==> src/rtl/ntis_ram.sv <==
// generic single write port ram with registered read
module ntis_ram #(
  parameter int WIDTH = 8,
  parameter int DEPTH = 16
) (
  input  logic                     clk,
  input  logic                     we,
  input  logic [$clog2(DEPTH)-1:0] waddr,
  input  logic [WIDTH-1:0]         wdata,
  input  logic [$clog2(DEPTH)-1:0] raddr,
  output logic [WIDTH-1:0]         rdata
);

  logic [WIDTH-1:0] mem [DEPTH];

  // write port and registered read port
  always_ff @(posedge clk) begin
    if (we) begin
      mem[waddr] <= wdata;
    end
    rdata <= mem[raddr];
  end

endmodule

==> config.mk <==
export PLATFORM = sky130hd
export DESIGN_NAME = ntis_ram
export DESIGN_NICKNAME = d
export VERILOG_FILES = /design/src/rtl/ntis_ram.sv
export SDC_FILE = /design/constraint.sdc
export NUM_CORES = 1
export LEC_CHECK = 0
export BUFFER_PORTS_ARGS = -buffer_cell sky130_fd_sc_hd__buf_2
export CAP_MARGIN = 20
export CORE_ASPECT_RATIO = 1.1
export CORE_MARGIN = 5
export CORE_UTILIZATION = 60
export CTS_CLUSTER_SIZE = 28
export DETAILED_ROUTE_END_ITERATION = 8
export PLACE_DENSITY = 0.77
export SLEW_MARGIN = 20
export SYNTH_ARGS = -nofsm -noshare
export SYNTH_HDL_FRONTEND = slang
export SYNTH_SLANG_ARGS = --single-unit
==> constraint.sdc <==
create_clock -name clk -period 1.9 [get_ports clk]
set_input_delay 0.095 -clock clk [delete_from_list [all_inputs] [get_ports clk]]
set_output_delay 0.095 -clock clk [all_outputs]
set_load 0.1 [all_outputs]
==> out/results.txt, run 1 <==
Via count = 2553
GPL Wtd Cong = 0.786
Grt met1 use = 25.8%
Placed Instances = 376
Post-Syn Area per Cell = 22.5 µm²
Post-Layout Cell Count = 416
Leakage dissipation = 2.13 nW
Unique masters post-synth = 19
CTS tree = done
HP Class = input pin to register
Compound-gate portion of the synthesized area = 2.33%
Simple-gate share of the synthesized area = 3.18%
Cts bufs inserted = 17
Run status = completed
Critical path arrival = 1.79 ns
Worst Path Required = 2.29 ns
Post-synthesis mux area share = 15.0%
Final Setup Violations = 0
Dpl hpwl = 5.94 mm
Setup repair after global routing missed its margin = no
Die area = 10500 µm²
Root Driver = clkbuf_8
Register area share after synthesis = 77.8%
Grt ovf = 0
Number of global-route vias before repair = 2663
Die X = 98.3 µm
Met2 usage = 34.4%
CTS Hold Bufs = 8
H-tree Lvls = 4
Largest net degree at the start of global routing = 33
Final Slew Violations = 0
Setup TNS = 0 ns
Antenna-violating nets left = 0
Post-CTS Resized = 0
Adder-cell share of the synthesized area = 0%
Setup CP Type = register to register
Final Critical Period = 1.40 ns
Fillers = 469
Pwr/cell area = 1130 nW/µm²
Final period util = 73.8%
First-pass GRT wire length = 15.4 mm
Post-Syn Nets = 247
Storage element area = 4000 µm²
GRT Max-Usage Layer = met2
Largest family of logic cells by synthesized area = multiplexers
Synth warnings = 0
Worst slew margin = 67.4%
Starting density of the core = 61.5%
Yosys reg bits = 136
Met3 Resource Use GR = 5.01%
Max-cap violations = 0
Drt first pass iters = 5
Area grow syn2layout = 19.8%
Routed Wire Length = 9.60 mm
Max clock buf depth = 2
Multi-input gate area = 1060 µm²
Fraction of layout instances using a drive strength above 1 = 31.5%
Initial antenna violation count = 0
Max Clock Skew = 0.00552 ns
I/O Buffers = 25
ANT cells = 0
Final Hold Fails = 0
Crit path capture type = register
Initial drt markers = 231
I/O pins = 26
Synth Cell Area = 5150 µm²
WL/cell = 23.1 µm
Worst-Skew Late Latency = 0.51 ns
Max VDD drop = 1.04 mV
Avg Vias per Cell = 6.14
Overall routing resource usage = 20.5%
Fmax achieved = 713 MHz
Synth Area in XOR/XNOR = 0%
Post-CTS Setup Inserts = 0
Worst setup SP type = register
Final total power = 6.95 mW
Core Region = 8360 µm²
# DRC = 0
Cells after synthesis = 229
Clock sink count = 136
Layout Nets = 310
Row count = 35
Worst Max-Slew Pin Slew = 0.493 ns
Worst-path clk slew = 0.06 ns
Crit Path Max Fanout = 1
Die Y = 107 µm
Final Util = 73.7%
==> critical path: stages, from the launching register on <==
cell,delay (ns)
edfxtp_1,0.36
mux4_1,0.54
a22oi_1,0.27
nand2_1,0.11
==> metal layers <==
metal / vias to the layer above / part of all wire [%]
met2: 132 / 53
met4: 0 / 1.6
li1: 1101 / -
met5: - / 0
met3: 12 / 7.6
met1: 1308 / 38
==> sequential cells by signal, indices dropped and copies added (netlist names) <==
signal  flops
rdata       8
mem       128
==> cells in the final DEF, fill, tap and decap left out, types with 8 or more instances in the layout <==
| master | count |
|---|---|
| edfxtp_1 | 128 |
| buf_2 | 25 |
| buf_4 | 19 |
| mux4_2 | 18 |
| a22oi_1 | 16 |
| clkbuf_16 | 16 |
| mux4_1 | 14 |
| nor2_1 | 13 |
| nand2_1 | 9 |
| dlygate4sd3_1 | 8 |
| dfxtp_1 | 8 |
==> report_power, final <==
part	switching (mW)	internal, mW
registers	0.0187	3.35
clock network	1.15	1.96
logic	0.317	0.148
total	1.49	5.46
==> worst paths after layout <==
| check | from | end | slack [ns] | cells past startpoint |
|---|---|---|---|---|
| min | raddr[3] | rdata[7] | 0.15 | 5 |
| min reg2reg | mem[14][3] | rdata[3] | 0.67 | 3 |
| max reg2reg | mem[1][5] | rdata[5] | 0.50 | 3 |
| max | mem[1][5] | rdata[5] | 0.50 | 3 |
==> cells by family (layout without fill, tap and decap cells) <==
family          after synthesis  count (layout)
compound gates               16              16
buf+inv                      10              86
simple gates                 35              35
mux                          32              32
flops                       136             136
==> layout make-up <==
cell class | count | share of cell area [%]
sequential | 136 | 64.9
multi-input combinational | 83 | 17.1
clock buffer | 20 | 7.38
timing repair buffer | 54 | 6.29
tap | 111 | 2.25
clock inverter | 12 | 2.01
==> metrics by stage <==
step                      worst slack, ns  hold slack (ns)  area [µm²]
final                               0.497            0.148        6170
after CTS                           0.463            0.130        6170
after detailed placement            0.354            0.484        5510
after global placement              0.374            0.465        5510
after global routing                0.412            0.160        6170
after floorplan                     0.312            0.194        5150
==> cell usage after synthesis <==
cell,instances,area (µm²)
mux4_1,14,368
or3b_2,1,8.76
nand3b_1,2,15.0
nor3_1,4,20.0
and2_1,1,6.26
edfxtp_1,128,3840
buf_4,1,7.51
nand2b_1,2,12.5
and2b_1,1,7.51
clkdlybuf4s25_2,3,30.0
a22oi_1,16,120
dfxtp_1,8,160
nand2_1,9,33.8
mux4_2,18,405
buf_6,3,33.8
buf_2,3,15.0
nor2b_1,1,6.26
nand3_1,1,5.00
nor2_1,13,48.8
No activity file was read; power rests on OpenSTA's default activity.
==> run 2, diff against run 1 <==
--- a/config.mk
+++ b/config.mk
@@ -5,6 +5,7 @@
 export SDC_FILE = /design/constraint.sdc
 export NUM_CORES = 1
 export LEC_CHECK = 0
+export ABC_AREA = 1
 export BUFFER_PORTS_ARGS = -buffer_cell sky130_fd_sc_hd__buf_2
 export CAP_MARGIN = 20
 export CORE_ASPECT_RATIO = 1.1
==> constraint.sdc (replaced) <==
create_clock -name clk -period 1.32 [get_ports clk]
set_input_delay 0.066 -clock clk [delete_from_list [all_inputs] [get_ports clk]]
set_output_delay 0.066 -clock clk [all_outputs]
set_load 0.1 [all_outputs]
==> run 2 against run 1 <==
Clock skew is essentially flat. Critical path type is now register to primary output. Core utilization down 0.79 points. Critical path depth fell by 2. Sequential cell count stayed put. Sequential share of layout area is 6.5 points lower. Wire length rose by 32%. Global-route usage is 3.6 points higher. Clock power is 68% higher. Sequential power is 44% higher. Synthesized cell count increased by 140%. Via count rose by 54%.
==> out/results.txt, run 2 <==
Synth Cell Area = 5770 µm² (was 5150 µm²)
Leakage dissipation = 3.01 nW (was 2.13 nW)
Worst-path clk slew = 0.06 ns (about the same)
Synth warnings = 0 (unchanged)
Crit path capture type = primary output (was register)
Post-Syn Nets = 569 (was 247)
Post-synth EDFFs = 128 (unchanged)
Max-cap violations = 0 (unchanged)
Crit-path leading delay family = flip-flops (was multiplexers)
Worst Max-Slew Pin Slew = 0.491 ns (was 0.493 ns)
Row count = 37 (was 35)
Max Clock Skew = 0.00522 ns (was 0.00552 ns)
Via count = 3943 (was 2553)
Drt first pass iters = 5 (unchanged)
Grt ovf = 0 (unchanged)
Die X = 103 µm (was 98.3 µm)
Main synth FF type = edfxtp_1 (unchanged)
Post-CTS Setup Inserts = 0 (unchanged)
Initial antenna violation count = 0 (unchanged)
Worst Slack Setup Final = 0.0636 ns (was 0.497 ns)
CP max-delay cell = dfxtp_1 (was mux4_1)
Register area share after synthesis = 69.4% (was 77.8%)
I/O Buffers = 25 (unchanged)
Cells after synthesis = 551 (was 229)
Worst-Skew Late Latency = 0.52 ns (was 0.51 ns)
Crit Path Max Fanout = 1 (unchanged)
Worst slew margin = 67.3% (was 67.4%)
Number of global-route vias before repair = 3900 (was 2663)
Max VDD drop = 1.48 mV (was 1.04 mV)
Largest net degree at the start of global routing = 65 (was 33)
Die Y = 113 µm (was 107 µm)
Largest register by flop count = mem (unchanged)
Worst slack, placed = 0.202 ns (was 0.354 ns)
Yosys reg bits = 136 (unchanged)
WL/cell = 17.4 µm (was 23.1 µm)
Pwr/cell area = 1590 nW/µm² (was 1130 nW/µm²)
Fraction of layout instances using a drive strength above 1 = 13.3% (was 31.5%)
Final Slew Violations = 0 (unchanged)
Final Critical Period = 1.26 ns
Setup TNS = 0 ns (unchanged)
Run status = completed (unchanged)
Die area = 11700 µm² (was 10500 µm²)
Placed Instances = 692 (was 376)
Fillers = 602 (was 469)
Final total power = 10.9 mW (was 6.95 mW)
Critical path arrival = 1.19 ns (was 1.79 ns)
Overall routing resource usage = 24.1% (was 20.5%)
Final Util = 72.9% (was 73.7%)
Post-Syn Area per Cell = 10.5 µm² (was 22.5 µm²)
Max clock buf depth = 2 (unchanged)
ANT cells = 0 (unchanged)
Crit path buffers/inverters = 1 (was 0)
CP max stage delay = 0.36 ns (was 0.54 ns)
CP cell instances = buf_4 (was mux4_1, a22oi_1, nand2_1)
Fmax achieved = 796 MHz
Asr flop ratio synth = 0% (unchanged)
First-pass GRT wire length = 20.4 mm (was 15.4 mm)
GRT Max-Usage Layer = met2 (unchanged)
Dpl hpwl = 7.66 mm (was 5.94 mm)
Most frequent cells in the layout = nand2_1 (173), edfxtp_1 (128), inv_1 (100), nand3_1 (97), buf_4 (28) (was edfxtp_1 (128), buf_2 (25), buf_4 (19), mux4_2 (18))
Grt met1 use = 31.2% (was 25.8%)
Starting density of the core = 61.4% (was 61.5%)
Post-Layout Cell Count = 733 (was 416)
# DRC = 0 (unchanged)
Layout Nets = 621 (was 310)
H-tree Lvls = 4 (unchanged)
Count leader, synth = nand2_1 (was edfxtp_1)
I/O pins = 26 (unchanged)
Commonest non-fill, non-tap cell in the layout = nand2_1 (was edfxtp_1)
Setup repair after global routing missed its margin = no (unchanged)
Worst setup SP type = register (unchanged)
Share of Yosys cell area claimed by the top area cell type = 66.7% (was 74.7%)
Final Hold Fails = 0 (unchanged)
Final period util = 95.2%
CTS tree = done (unchanged)
Worst Path Required = 1.25 ns (was 2.29 ns)
Clock sink count = 136 (unchanged)
Top cells by count, synth = nand2_1 (173), edfxtp_1 (128), inv_1 (100) (was edfxtp_1 (128), mux4_2 (18), a22oi_1 (16))
HP Class = input pin to register (unchanged)
Final Setup Violations = 0 (unchanged)
Leading area contributor after synthesis = edfxtp_1 (unchanged)
Routed Wire Length = 12.7 mm (was 9.60 mm)
Initial drt markers = 456 (was 231)
Largest cells by area after synthesis = edfxtp_1 (67%), nand2_1 (11%), nand3_1 (8.4%) (was edfxtp_1 (75%), mux4_2 (7.9%), mux4_1 (7.1%))
Max reg flops = 128 (unchanged)
Met2 usage = 37.4% (was 34.4%)
Unique masters post-synth = 12 (was 19)
GPL Wtd Cong = 0.888 (was 0.786)
Avg Vias per Cell = 5.38 (was 6.14)
Core Region = 9400 µm² (was 8360 µm²)
Top Registers = mem (128), rdata (8) (unchanged)
Cts bufs inserted = 17 (unchanged)
Setup CP Type = register to primary output (was register to register)
Area grow syn2layout = 18.9% (was 19.8%)
Root Driver = clkbuf_8 (unchanged)
Antenna-violating nets left = 0 (unchanged)
Met3 Resource Use GR = 6.97% (was 5.01%)
[run 2: cell count changes after synthesis, moves of 14 or more]
| cell | previous run | this run |
|---|---|---|
| nand2_1 | 9 | 173 |
| inv_1 | 0 | 100 |
| nand3_1 | 1 | 97 |
| mux4_2 | 18 | 0 |
| a22oi_1 | 16 | 0 |
| mux4_1 | 14 | 0 |
[run 2: power by group]
group | switching [mW] | internal, mW
logic | 0.615 | 0.218
clock network | 1.75 | 3.46
registers | 0.0341 | 4.83
total | 2.40 | 8.51
[run 2: path summary, 6_finish.rpt]
kind,start,endpoint,slack (ns),cells after the start
hold reg to reg,mem[10][6],rdata[6],0.67,6
hold / removal,raddr[2],rdata[1],0.15,5
setup / recovery,rdata[5],rdata[5],0.06,1
setup reg to reg,mem[5][3],rdata[3],0.28,6
[run 2: timing repair]
| item | 4_1_cts | 5_1_grt |
|---|---|---|
| endpoints found under the setup margin | 8 | 0 |
| endpoints found under the hold margin | 136 | 0 |
| hold buffers | 9 | 0 |
| resized for setup | 8 | 0 |
[run 2: area by class of cell]
class	count	area (µm²)	area share [%]
flip-flops and latches	136	4000	58.4
inverters	102	383	5.58
repair buffers	57	445	6.50
well taps	117	146	2.14
clock buffers	17	414	6.04
clock inverters	15	249	3.63
multi-input cells	289	1210	17.7
[run 2: logic make-up after synthesis]
| group | after synthesis | share of synthesized area, % |
|---|---|---|
| buffers and inverters | 126 | 9.52 |
| flip-flops | 136 | 69.4 |
| AND/OR/NAND/NOR | 289 | 21.0 |
[run 2: per-layer routing]
layer  wire length (µm)  up-vias
li1                   -     1883
met1               5120     1857
met2               6340      169
met3                826       34
met4                433        0
met5                  0        -
[run 2: stage by stage]
| stage | hold slack, ns | instance area [µm²] |
|---|---|---|
| global placement | 0.422 | 6080 |
| CTS | 0.124 | 6860 |
| finish | 0.147 | 6860 |
| global route | 0.149 | 6860 |
| detailed placement | 0.427 | 6080 |
| floorplan | 0.165 | 5770 |
